**src/ilir_pkg.sv**
```systemverilog
// Shared types and constants for the indexed list block.
// Used by the controller, the datapath and the top level; depends on nothing.
package ilir_pkg;

	localparam int POS_W   = 7;
	localparam int VALUE_W = 32;
	localparam int STS_W   = 2;

	typedef enum logic [2:0] {
		OP_APPEND = 3'd0,
		OP_INSERT = 3'd1,
		OP_REMOVE = 3'd2,
		OP_READ   = 3'd3,
		OP_WRITE  = 3'd4,
		OP_CLEAR  = 3'd5,
		OP_SETLEN = 3'd6
	} op_t;

	typedef enum logic [STS_W-1:0] {
		ST_OK    = 2'd0,
		ST_RANGE = 2'd1,
		ST_FULL  = 2'd2
	} status_t;

	typedef enum logic [1:0] {
		RA_POS    = 2'd0,
		RA_CUR_DN = 2'd1,
		RA_CUR_UP = 2'd2
	} ra_sel_t;

	typedef enum logic [1:0] {
		WA_POS = 2'd0,
		WA_LEN = 2'd1,
		WA_CUR = 2'd2
	} wa_sel_t;

	typedef enum logic {
		WD_VALUE = 1'b0,
		WD_RDATA = 1'b1
	} wd_sel_t;

	typedef enum logic [2:0] {
		CUR_HOLD     = 3'd0,
		CUR_LOAD_LEN = 3'd1,
		CUR_LOAD_POS = 3'd2,
		CUR_INC      = 3'd3,
		CUR_DEC      = 3'd4
	} cur_op_t;

	typedef enum logic [2:0] {
		LEN_HOLD = 3'd0,
		LEN_INC  = 3'd1,
		LEN_DEC  = 3'd2,
		LEN_ZERO = 3'd3,
		LEN_SET  = 3'd4
	} len_op_t;

	// Commands from the controller to the datapath.
	typedef struct packed {
		logic    load;
		logic    ram_re;
		logic    ram_we;
		ra_sel_t ra_sel;
		wa_sel_t wa_sel;
		wd_sel_t wd_sel;
		cur_op_t cur_op;
		len_op_t len_op;
		logic    finish;
		logic    rd_ok;
	} cmd_t;

	// Status from the datapath to the controller.
	typedef struct packed {
		op_t  op;
		logic err;
		logic cur_at_pos;
		logic rem_more;
	} sts_t;

endpackage

```
**src/ilir_ram.sv**
```systemverilog
// Generic single-write, single-read RAM with a registered read port.
// No dependencies.
module ilir_ram #(
	parameter int WIDTH = 32,
	parameter int DEPTH = 64
) (
	input  logic                     clk,
	input  logic                     we,
	input  logic [$clog2(DEPTH)-1:0] waddr,
	input  logic [WIDTH-1:0]         wdata,
	input  logic                     re,
	input  logic [$clog2(DEPTH)-1:0] raddr,
	output logic [WIDTH-1:0]         rdata
);

	logic [WIDTH-1:0] mem_q [DEPTH];
	logic [WIDTH-1:0] rdata_q;

	always_ff @(posedge clk) begin
		if (we) begin
			mem_q[waddr] <= wdata;
		end
		if (re) begin
			rdata_q <= mem_q[raddr];
		end
	end

	assign rdata = rdata_q;

endmodule

```
**src/ilir_ctrl.sv**
```systemverilog
// Controller state machine for the indexed list: sequences each operation
// and owns both handshakes. Depends on ilir_pkg.
module ilir_ctrl
	import ilir_pkg::*;
(
	input  logic clk,
	input  logic arst_n,
	input  logic in_valid,
	output logic in_stall,
	output logic out_valid,
	input  logic out_stall,
	input  sts_t sts,
	output cmd_t cmd
);

	typedef enum logic [4:0] {
		S_IDLE    = 5'b00001,
		S_EXEC    = 5'b00010,
		S_SCAN    = 5'b00100,
		S_MOVE    = 5'b01000,
		S_RD_WAIT = 5'b10000
	} state_t;

	state_t state_q, state_d;
	logic   out_valid_q;
	logic   out_free;

	// The result register may be refilled when it is empty or its beat leaves this cycle.
	assign out_free = !out_valid_q || !out_stall;
	assign in_stall = (state_q != S_IDLE);

	always_comb begin
		state_d    = state_q;
		cmd.load   = 1'b0;
		cmd.ram_re = 1'b0;
		cmd.ram_we = 1'b0;
		cmd.ra_sel = RA_POS;
		cmd.wa_sel = WA_POS;
		cmd.wd_sel = WD_VALUE;
		cmd.cur_op = CUR_HOLD;
		cmd.len_op = LEN_HOLD;
		cmd.finish = 1'b0;
		cmd.rd_ok  = 1'b0;
		unique case (state_q)
			S_IDLE: begin
				if (in_valid) begin
					cmd.load = 1'b1;
					state_d  = S_EXEC;
				end
			end
			S_EXEC: begin
				if (sts.err) begin
					if (out_free) begin
						cmd.finish = 1'b1;
						state_d    = S_IDLE;
					end
				end else begin
					unique case (sts.op)
						OP_APPEND: begin
							if (out_free) begin
								cmd.ram_we = 1'b1;
								cmd.wa_sel = WA_LEN;
								cmd.len_op = LEN_INC;
								cmd.finish = 1'b1;
								state_d    = S_IDLE;
							end
						end
						OP_INSERT: begin
							cmd.cur_op = CUR_LOAD_LEN;
							state_d    = S_SCAN;
						end
						OP_REMOVE: begin
							cmd.cur_op = CUR_LOAD_POS;
							state_d    = S_SCAN;
						end
						OP_READ: begin
							cmd.ram_re = 1'b1;
							cmd.ra_sel = RA_POS;
							state_d    = S_RD_WAIT;
						end
						OP_WRITE: begin
							if (out_free) begin
								cmd.ram_we = 1'b1;
								cmd.wa_sel = WA_POS;
								cmd.finish = 1'b1;
								state_d    = S_IDLE;
							end
						end
						OP_CLEAR: begin
							if (out_free) begin
								cmd.len_op = LEN_ZERO;
								cmd.finish = 1'b1;
								state_d    = S_IDLE;
							end
						end
						OP_SETLEN: begin
							if (out_free) begin
								cmd.len_op = LEN_SET;
								cmd.finish = 1'b1;
								state_d    = S_IDLE;
							end
						end
						default: begin
							if (out_free) begin
								cmd.finish = 1'b1;
								state_d    = S_IDLE;
							end
						end
					endcase
				end
			end
			S_SCAN: begin
				if (sts.op == OP_INSERT) begin
					// Once the cursor reaches the index, the gap is open.
					if (sts.cur_at_pos) begin
						if (out_free) begin
							cmd.ram_we = 1'b1;
							cmd.wa_sel = WA_POS;
							cmd.len_op = LEN_INC;
							cmd.finish = 1'b1;
							state_d    = S_IDLE;
						end
					end else begin
						cmd.ram_re = 1'b1;
						cmd.ra_sel = RA_CUR_DN;
						state_d    = S_MOVE;
					end
				end else begin
					if (sts.rem_more) begin
						cmd.ram_re = 1'b1;
						cmd.ra_sel = RA_CUR_UP;
						state_d    = S_MOVE;
					end else if (out_free) begin
						cmd.len_op = LEN_DEC;
						cmd.finish = 1'b1;
						state_d    = S_IDLE;
					end
				end
			end
			S_MOVE: begin
				cmd.ram_we = 1'b1;
				cmd.wa_sel = WA_CUR;
				cmd.wd_sel = WD_RDATA;
				cmd.cur_op = (sts.op == OP_INSERT) ? CUR_DEC : CUR_INC;
				state_d    = S_SCAN;
			end
			S_RD_WAIT: begin
				if (out_free) begin
					cmd.rd_ok  = 1'b1;
					cmd.finish = 1'b1;
					state_d    = S_IDLE;
				end
			end
			default: begin
				state_d = S_IDLE;
			end
		endcase
	end

	always_ff @(posedge clk or negedge arst_n) begin
		if (!arst_n) begin
			state_q     <= S_IDLE;
			out_valid_q <= 1'b0;
		end else begin
			state_q <= state_d;
			if (cmd.finish) begin
				out_valid_q <= 1'b1;
			end else if (!out_stall) begin
				out_valid_q <= 1'b0;
			end
		end
	end

	assign out_valid = out_valid_q;

	a_finish_needs_room: assert property (@(posedge clk) disable iff (!arst_n)
		cmd.finish |-> !(out_valid_q && out_stall))
		else $error("result overwritten while the output beat was stalled");

	a_finish_sets_valid: assert property (@(posedge clk) disable iff (!arst_n)
		cmd.finish |=> out_valid_q)
		else $error("finished operation did not present a result");

	a_accept_to_exec: assert property (@(posedge clk) disable iff (!arst_n)
		(in_valid && !in_stall) |=> (state_q == S_EXEC))
		else $error("accepted beat did not start execution");

	a_no_rw_clash: assert property (@(posedge clk) disable iff (!arst_n)
		!(cmd.ram_we && cmd.ram_re))
		else $error("store read and written in the same cycle");

endmodule

```
**src/ilir_dpath.sv**
```systemverilog
// Datapath for the indexed list: entry store, length, shift cursor, checks
// and result registers. Depends on ilir_pkg and ilir_ram.
module ilir_dpath
	import ilir_pkg::*;
#(
	parameter int DEPTH      = 64,
	parameter int VALUE_BITS = 32
) (
	input  logic                      clk,
	input  logic                      arst_n,
	input  cmd_t                      cmd,
	output sts_t                      sts,
	input  logic [2:0]                op,
	input  logic [POS_W-1:0]          position,
	input  logic signed [VALUE_W-1:0] item_value,
	input  logic [POS_W-1:0]          new_length,
	output logic signed [VALUE_W-1:0] read_value,
	output logic [POS_W-1:0]          length_now,
	output logic                      is_empty,
	output logic [STS_W-1:0]          status
);

	localparam int IDX_W = $clog2(DEPTH);
	localparam int LEN_W = $clog2(DEPTH + 1);
	localparam int CMP_W = (LEN_W > POS_W) ? LEN_W : POS_W;

	op_t                      op_q;
	logic [POS_W-1:0]         pos_q;
	logic [POS_W-1:0]         req_q;
	logic [VALUE_BITS-1:0]    val_q;
	logic [LEN_W-1:0]         len_q;
	logic [LEN_W-1:0]         len_next;
	logic [IDX_W-1:0]         cur_q;
	logic signed [VALUE_W-1:0] read_value_q;
	logic [POS_W-1:0]         length_now_q;
	logic                     is_empty_q;
	status_t                  status_q;

	status_t               status_code;
	logic [CMP_W-1:0]      pos_c, len_c, req_c, depth_c;
	logic                  full;
	logic [IDX_W-1:0]      raddr, waddr;
	logic [VALUE_BITS-1:0] wdata, rdata;

	assign pos_c   = CMP_W'(pos_q);
	assign len_c   = CMP_W'(len_q);
	assign req_c   = CMP_W'(req_q);
	assign depth_c = CMP_W'(DEPTH);
	assign full    = (len_q == LEN_W'(DEPTH));

	// Insert checks the index before the capacity.
	always_comb begin
		status_code = ST_OK;
		unique case (op_q) inside
			OP_APPEND: begin
				if (full) status_code = ST_FULL;
			end
			OP_INSERT: begin
				if (pos_c > len_c) status_code = ST_RANGE;
				else if (full) status_code = ST_FULL;
			end
			OP_REMOVE, OP_READ, OP_WRITE: begin
				if (pos_c >= len_c) status_code = ST_RANGE;
			end
			OP_SETLEN: begin
				if (req_c > depth_c) status_code = ST_FULL;
			end
			default: begin
				status_code = ST_OK;
			end
		endcase
	end

	assign sts.op         = op_q;
	assign sts.err        = (status_code != ST_OK);
	assign sts.cur_at_pos = (CMP_W'(cur_q) == pos_c);
	assign sts.rem_more   = ((LEN_W'(cur_q) + LEN_W'(1)) < len_q);

	always_comb begin
		case (cmd.ra_sel)
			RA_CUR_DN: raddr = cur_q - IDX_W'(1);
			RA_CUR_UP: raddr = cur_q + IDX_W'(1);
			default:   raddr = IDX_W'(pos_q);
		endcase
		case (cmd.wa_sel)
			WA_LEN:  waddr = IDX_W'(len_q);
			WA_CUR:  waddr = cur_q;
			default: waddr = IDX_W'(pos_q);
		endcase
		wdata = (cmd.wd_sel == WD_RDATA) ? rdata : val_q;
	end

	always_comb begin
		case (cmd.len_op)
			LEN_INC:  len_next = len_q + LEN_W'(1);
			LEN_DEC:  len_next = len_q - LEN_W'(1);
			LEN_ZERO: len_next = '0;
			LEN_SET:  len_next = LEN_W'(req_q);
			default:  len_next = len_q;
		endcase
	end

	ilir_ram #(
		.WIDTH (VALUE_BITS),
		.DEPTH (DEPTH)
	) u_ram (
		.clk   (clk),
		.we    (cmd.ram_we),
		.waddr (waddr),
		.wdata (wdata),
		.re    (cmd.ram_re),
		.raddr (raddr),
		.rdata (rdata)
	);

	always_ff @(posedge clk or negedge arst_n) begin
		if (!arst_n) begin
			len_q <= '0;
		end else begin
			len_q <= len_next;
		end
	end

	always_ff @(posedge clk) begin
		if (cmd.load) begin
			op_q  <= op_t'(op);
			pos_q <= position;
			req_q <= new_length;
			val_q <= VALUE_BITS'(item_value);
		end
		case (cmd.cur_op)
			CUR_LOAD_LEN: cur_q <= IDX_W'(len_q);
			CUR_LOAD_POS: cur_q <= IDX_W'(pos_q);
			CUR_INC:      cur_q <= cur_q + IDX_W'(1);
			CUR_DEC:      cur_q <= cur_q - IDX_W'(1);
			default:      cur_q <= cur_q;
		endcase
		if (cmd.finish) begin
			read_value_q <= cmd.rd_ok ? VALUE_W'(signed'(rdata)) : '0;
			length_now_q <= POS_W'(len_next);
			is_empty_q   <= (len_next == '0);
			status_q     <= status_code;
		end
	end

	assign read_value = read_value_q;
	assign length_now = length_now_q;
	assign is_empty   = is_empty_q;
	assign status     = status_q;

	a_len_bounded: assert property (@(posedge clk) disable iff (!arst_n)
		len_q <= LEN_W'(DEPTH))
		else $error("list length exceeded the store depth");

endmodule

```
**src/indexed_list_insert_remove_top.sv**
```systemverilog
// Top level of the indexed list with insert and remove.
// Joins ilir_ctrl and ilir_dpath; depends on ilir_pkg.
//
// Usage: one operation per input beat (op, position, item_value, new_length)
// on in_valid/in_stall; one result beat per operation (read_value,
// length_now, is_empty, status) on out_valid/out_stall. A beat moves at a
// clock edge where valid is high and stall is low.
// The block works on one operation at a time; in_stall is high from the
// cycle after a beat is taken until the operation has finished.
// A read waits on the registered read of the entry store. Insert at index p
// moves each entry from p up by one slot, last first; remove at index p moves
// each entry above p down by one slot. Each moved entry takes a read then a
// write, as the entry store's read data is registered and the write waits
// for it.
// A result waits in the output register while out_stall is high; the next
// beat may still be taken, and its work stops at its final step until the
// output register is free. Reset clears the length and both handshakes;
// the entry contents are undefined until written, and no clearing pass runs.
module indexed_list_insert_remove_top
	import ilir_pkg::*;
#(
	parameter int DEPTH      = 64,
	parameter int VALUE_BITS = 32
) (
	input  logic                      clk,
	input  logic                      arst_n,
	input  logic                      in_valid,
	output logic                      in_stall,
	input  logic [2:0]                op,
	input  logic [POS_W-1:0]          position,
	input  logic signed [VALUE_W-1:0] item_value,
	input  logic [POS_W-1:0]          new_length,
	output logic                      out_valid,
	input  logic                      out_stall,
	output logic signed [VALUE_W-1:0] read_value,
	output logic [POS_W-1:0]          length_now,
	output logic                      is_empty,
	output logic [STS_W-1:0]          status
);

	cmd_t cmd;
	sts_t sts;

	ilir_ctrl u_ctrl (
		.clk       (clk),
		.arst_n    (arst_n),
		.in_valid  (in_valid),
		.in_stall  (in_stall),
		.out_valid (out_valid),
		.out_stall (out_stall),
		.sts       (sts),
		.cmd       (cmd)
	);

	ilir_dpath #(
		.DEPTH      (DEPTH),
		.VALUE_BITS (VALUE_BITS)
	) u_dpath (
		.clk        (clk),
		.arst_n     (arst_n),
		.cmd        (cmd),
		.sts        (sts),
		.op         (op),
		.position   (position),
		.item_value (item_value),
		.new_length (new_length),
		.read_value (read_value),
		.length_now (length_now),
		.is_empty   (is_empty),
		.status     (status)
	);

endmodule

```
**config.mk**
```make
export PLATFORM = sky130hd
export DESIGN_NAME = indexed_list_insert_remove_top
export DESIGN_NICKNAME = d
export VERILOG_FILES = /design/src/ilir_pkg.sv /design/src/ilir_ram.sv /design/src/ilir_ctrl.sv /design/src/ilir_dpath.sv /design/src/indexed_list_insert_remove_top.sv
export SDC_FILE = /design/constraint.sdc
export NUM_CORES = 2
export LEC_CHECK = 0
export ABC_AREA = 1
export BUFFER_PORTS_ARGS = -buffer_cell sky130_fd_sc_hd__buf_2
export CAP_MARGIN = 20
export CORE_MARGIN = 10
export CORE_UTILIZATION = 50
export DETAILED_ROUTE_END_ITERATION = 12
export PLACE_DENSITY = 0.65
export SLEW_MARGIN = 30
export SYNTH_ARGS = -nofsm -noshare
export SYNTH_HDL_FRONTEND = slang
export SYNTH_HIERARCHICAL = 1
export SYNTH_SLANG_ARGS = --single-unit
```
**constraint.sdc**
```tcl
create_clock -name clk -period 17.31 [get_ports clk]
set_clock_uncertainty 0.1 [all_clocks]
set_input_delay 2.5965 -clock clk [delete_from_list [all_inputs] [get_ports clk]]
set_output_delay 2.5965 -clock clk [all_outputs]
set_load 0.005 [all_outputs]
```
== Yosys cells after proc, flatten, opt, wreduce, memory -nomap -nowiden ==
Memory sizes are Yosys's and may differ from the RTL's. A register that Yosys moved wholly into a read port is not among the register bits.
Cells that the tools add are included.
Word-level totals
  input bits: 53
  memories kept: 1
  memory bits (writable): 2048
  flip-flop bits (word level): 110
  bits in read-only memories: 0
  latch bits: 0
Cells by class
  reduce and logical (&&, ||, !) cells: 11
  shift operators: 0
  $lt $le $gt $ge: 4
  bitwise logic cells: 0
  divide/modulo/power cells: 0
  multiplexer cells: 61
  eq/ne operators: 28
  add/sub/neg operators: 5
  multipliers: 0
Memories
  u_dpath.u_ram.mem_q: depth 64, width 32, read ports 1, clocked after memory_dff 1, write ports 1, RTL line ilir_ram.sv:16  | logic [WIDTH-1:0] mem_q [DEPTH];
Operators by type and width (number)
  $mux W32: 1
  $mux W5: 6
  $pmux W7 S4: 1
  $pmux W5 S5: 1
  $pmux W6 S2: 2
  $pmux W6 S4: 1
  $mux W1: 21
  $eq A3 B2 Y1 const B: 6
  $mux W4: 4
  $eq A3 B3 Y1 const B: 5
  $mux W2: 7
  $mux W6: 2
  $pmux W2 S2: 3
  $pmux W3 S2: 2
  $pmux W5 S2: 1
  $eq A3 B1 Y1 const B: 3
  $mux W3: 3
  $pmux W3 S3: 1
  $pmux W2 S4: 1
  $add A6 B1 Y7 const B: 1
  $add A7 B1 Y7 const B: 1
  $eq A6 B7 Y1: 1
  $eq A7 B7 Y1 const B: 1
  $ge A7 B7 Y1: 1
  27 further kinds: 33

== Longest topological paths before layout ==
  depth after elaboration: 10
  gate-level depth with buffers: 28
  mapped depth without buffers: 27

== Hierarchy ==
The synthesis kept the hierarchy.
By module, submodules not included
  ilir_ram: area each 83059.7 um2, cells an instance 6770, instances 1, sequential area each 62459.9 um2
  ilir_dpath: area each 5393.9 um2, cells an instance 510, instances 1, sequential area each 3088.0 um2
  ilir_ctrl: area each 644.4 um2, cells an instance 102, instances 1, sequential area each 151.4 um2

== Worst setup path after synthesis ==
Ideal clock, no wire load.
  kind: input-to-reg
  start: input port out_stall
  end: memory u_dpath.u_ram.mem_q[32][0] (enable)
  arrival: 7575 ps
  slack: 9134 ps
  stages: 16
  path buffers: 2
  required time: 16708 ps
  setup time: 502 ps
  path through: nand2_1 buf_6 inv_2 nor2_1 nand3_2 nor2_2 inv_1 ha_1 inv_1 clkbuf_1 nand2_1 o21ai_0 inv_1 nor2_1 nand3_1 nor4_1
RTL lines
  start: declaration: RTL line indexed_list_insert_remove_top.sv:34  | input logic out_stall,
  end: declaration: RTL line ilir_ram.sv:16

==> reports/results.txt <==
average cell area after synthesis: 12.1 sq um
DP Wirelength: 135 mm
CP max stage delay: 0.81 ns
Cell Count, Final, Fillers Out: 9907
io pins: 97
post-route ant nets: 0
Worst-path clk slew: 0.06 ns
Final #Nets: 7473
Max Cap Viol: 0
Syn-to-layout area delta: 10.7%
hold_buf cts: 0
Post-synth EDFFs: 2177
dpl cells: 9521
worst vdd rail ir drop: 0.106 mV
initial antenna violation count: 7
Max Root-Sink Buffers: 3
Final Hold Fails: 0
Hold Path Class: flip-flop to flip-flop
Lkg Pwr: 35.0 nW
crit-path most repeated cell: nand2_1
drt wl/cell: 26.3 microns
Netlist cell types: 50
Final min period: 8.49 ns
# resized after CTS: 0
worst slew pin tran: 1.23 ns
clk_lat worst skew: 0.84 ns
WP data required: 17.89 ns
yosys warns: 6
largest net degree at the start of global routing: 213
Initial Utilization: 0.504
f_max: 0.118 GHz
Synth async-reset ratio: 0.00594
DIE AREA: 195000 sq um
r2r startpoint: u_dpath/cur_q[0]
CP delay by family, top: buffers and inverters
vias in the first global route: 56.1k
die width: 442 microns
clock sink count: 2190
Tcrit/Tclk final: 0.490
Post-CTS Setup Inserts: 0
Register-to-Register Path Depth: 27
RSZ-0062 raised after global routing: no
First-pass DRT Iterations: 7
DRT iter0 DRCs: 8129
pwr dens: 135 nW/um^2
core area: 177000 sq um
final setup violation count: 0
crit path buf inv count: 6
row count: 154
grt ovf: 0
Port Buffers: 96
Syn Std Cell Area: 89100 sq um
syn nets: 7460
flops & latches, synth: 2190
share of the yosys chip area belonging to registers: 0.737
first-pass GRT wire length: 379 mm
Final Cell Area: 98700 sq um
r2r endpoint: u_dpath/u_ram/rdata[9]
placed cell areas: 92100 sq um
Via-to-Cell Ratio: 5.99
Main synth FF type: edfxtp_1
chip height: 442 microns
DRC Markers: 0
Slew Limit Fails: 0
Root Driver: clkbuf_16
highest-delay cell along the critical path: buf_4
Hold Crit Depth: 2
crit end category: flip-flop
Slew headroom: 0.179
Via Count: 59.3k
worst reg2reg setup slack: 8.82 ns
setup tns final: 0 ns
cell count after synthesis: 7382
H-Tree Depth: 4
leading cell type in the layout, fill and taps excluded: nand2_1
final wirelength: 260 mm
Worst Path Max Fanout: 80
GPL Wtd Cong: 0.919
crit path launch type: flip-flop
CTS tree: done
fraction of layout cells with a size suffix above 1: 0.0919
most frequent cells in the layout: nand2_1 (2385), edfxtp_1 (2177), nand3_1 (1937), clkbuf_16 (216), buf_4 (153)
Worst EP arrival: 9.07 ns
gr usage total: 0.258
Hold EP: u_dpath/len_c[0]
critical path type: flip-flop to flip-flop
outcome: finished clean
number of CTS-inserted buffers: 211
HP Start: u_dpath/req_c[0]
==> worst reg2reg max path, cell delays in order (launching register included) <==
cell and delay, ns:
edfxtp_1 0.50, ha_1 0.29, nand3_1 0.10, nand2_1 0.06, nand2_1 0.10, inv_1 0.06, ha_1 0.29, a21oi_1 0.16
nor2_1 0.06, a2111oi_0 0.55, nand2_1 0.15, nor2_1 0.17, ha_1 0.26, inv_1 0.44, o211ai_1 0.26, o21ai_4 0.35
buf_4 0.71, buf_4 0.79, buf_4 0.79, buf_4 0.93, nand2_1 0.19, nand3_1 0.14, nand3_1 0.09, nand3_1 0.19
nand3_1 0.26, nand2_1 0.22, nand2_1 0.07, nand2_1 0.07
==> final cells by class <==
type / count / area, sq um
Fill cell: 14200 / 78000
Sequential cell: 2190 / 65700
Multi-Input combinational cell: 4612 / 21200
Clock buffer: 265 / 5590
Tap cell: 2340 / 2930
Timing Repair Buffer: 261 / 1850
Clock inverter: 118 / 921
Inverter: 119 / 488
Antenna cell: 2 / 5.00
==> registers in the layout, summed over array words and instances (netlist names) <==
signal / count
u_ctrl/out_valid: 1
u_ctrl/state_q: 5
u_dpath/cur_q: 6
u_dpath/is_empty: 1
u_dpath/len_c: 7
u_dpath/length_now: 7
u_dpath/op_q: 3
u_dpath/pos_c: 7
u_dpath/read_value: 32
u_dpath/req_c: 7
u_dpath/status: 2
u_dpath/u_ram/mem_q: 2048
u_dpath/u_ram/rdata: 32
u_dpath/val_q: 32
==> how the worst max path moves through the flow <==
stage | from | depth (start not counted) | slack, ns | end
2_1_floorplan | out_stall | 16 | 9.13 | u_dpath/u_ram/mem_q[32][0]
3_3_place_gp | u_dpath/cur_q[0] | 27 | 9.09 | u_dpath/u_ram/rdata[9]
3_5_place_dp | u_dpath/cur_q[0] | 27 | 8.96 | u_dpath/u_ram/rdata[9]
4_1_cts | u_dpath/cur_q[0] | 27 | 8.93 | u_dpath/u_ram/rdata[9]
5_1_grt | u_dpath/cur_q[2] | 26 | 8.21 | u_dpath/u_ram/rdata[9]
6_report | u_dpath/cur_q[0] | 27 | 8.82 | u_dpath/u_ram/rdata[9]
==> routing by layer <==
layer  global-route usage  routed length (microns)  share of wire
met5                    0                       10       0.000038
met2                0.408                   121000           0.46
met4                0.107                    11700          0.045
met1                0.347                    99300           0.38
met3               0.0588                    28700           0.11
==> logic make-up (layout without fill, tap and decap cells) <==
kind of cell | Yosys count | in the layout | synth area share
buf+inv | 580 | 763 | 0.0310
fa+ha+maj | 25 | 25 | 0.00360
flops | 2190 | 2190 | 0.737
mux | 32 | 32 | 0.00404
simple gates | 4480 | 4480 | 0.219
xor+xnor | 9 | 9 | 0.000885
other cells | 0 | 2 | 0
compound gates | 66 | 66 | 0.00447
==> power breakdown <==
part / switching (mW) / internal (mW)
logic: 2.10 / 0.613
registers: 0.0494 / 6.16
clock network: 1.95 / 2.45
==> synth_stat cells, types with 3 or more instances <==
library cell  count  area [sq um]
nand2_1        2385          8950
edfxtp_1       2177         65400
nand3_1        1937          9690
buf_2           286          1430
inv_1           106           398
nor2_1           91           342
clkbuf_1         84           315
buf_4            45           338
buf_1            39           146
mux2_2           30           338
ha_1             24           300
nand4_1          22           138
o21ai_0          20           100
a21oi_1          13          65.1
dfrtp_1          12           300
inv_2            11          41.3
nor4_1           10          62.6
nand2_2           9          56.3
o22ai_1           9          56.3
nor2_2            7          43.8
xor2_1            6          52.6
o21ai_1           5          25.0
buf_6             4          45.0
nand3_2           4          40.0
nor2_4            4          45.0
nor3_1            4          20.0
o211ai_1          3          22.5
xnor2_1           3          26.3
==> per-stage QoR <==
step	util	setup slack, ns	power (mW)	hold slack [ns]
6_report	0.558	8.82	13.3	0.443
3_3_place_gp	0.521	9.09	8.94	0.414
2_1_floorplan	-	9.13	7.93	0.385
5_1_grt	0.558	8.21	13.8	0.462
4_1_cts	0.558	8.93	13.3	0.442
3_5_place_dp	0.521	8.96	8.97	0.428
No activity file was read; power rests on OpenSTA's default activity.
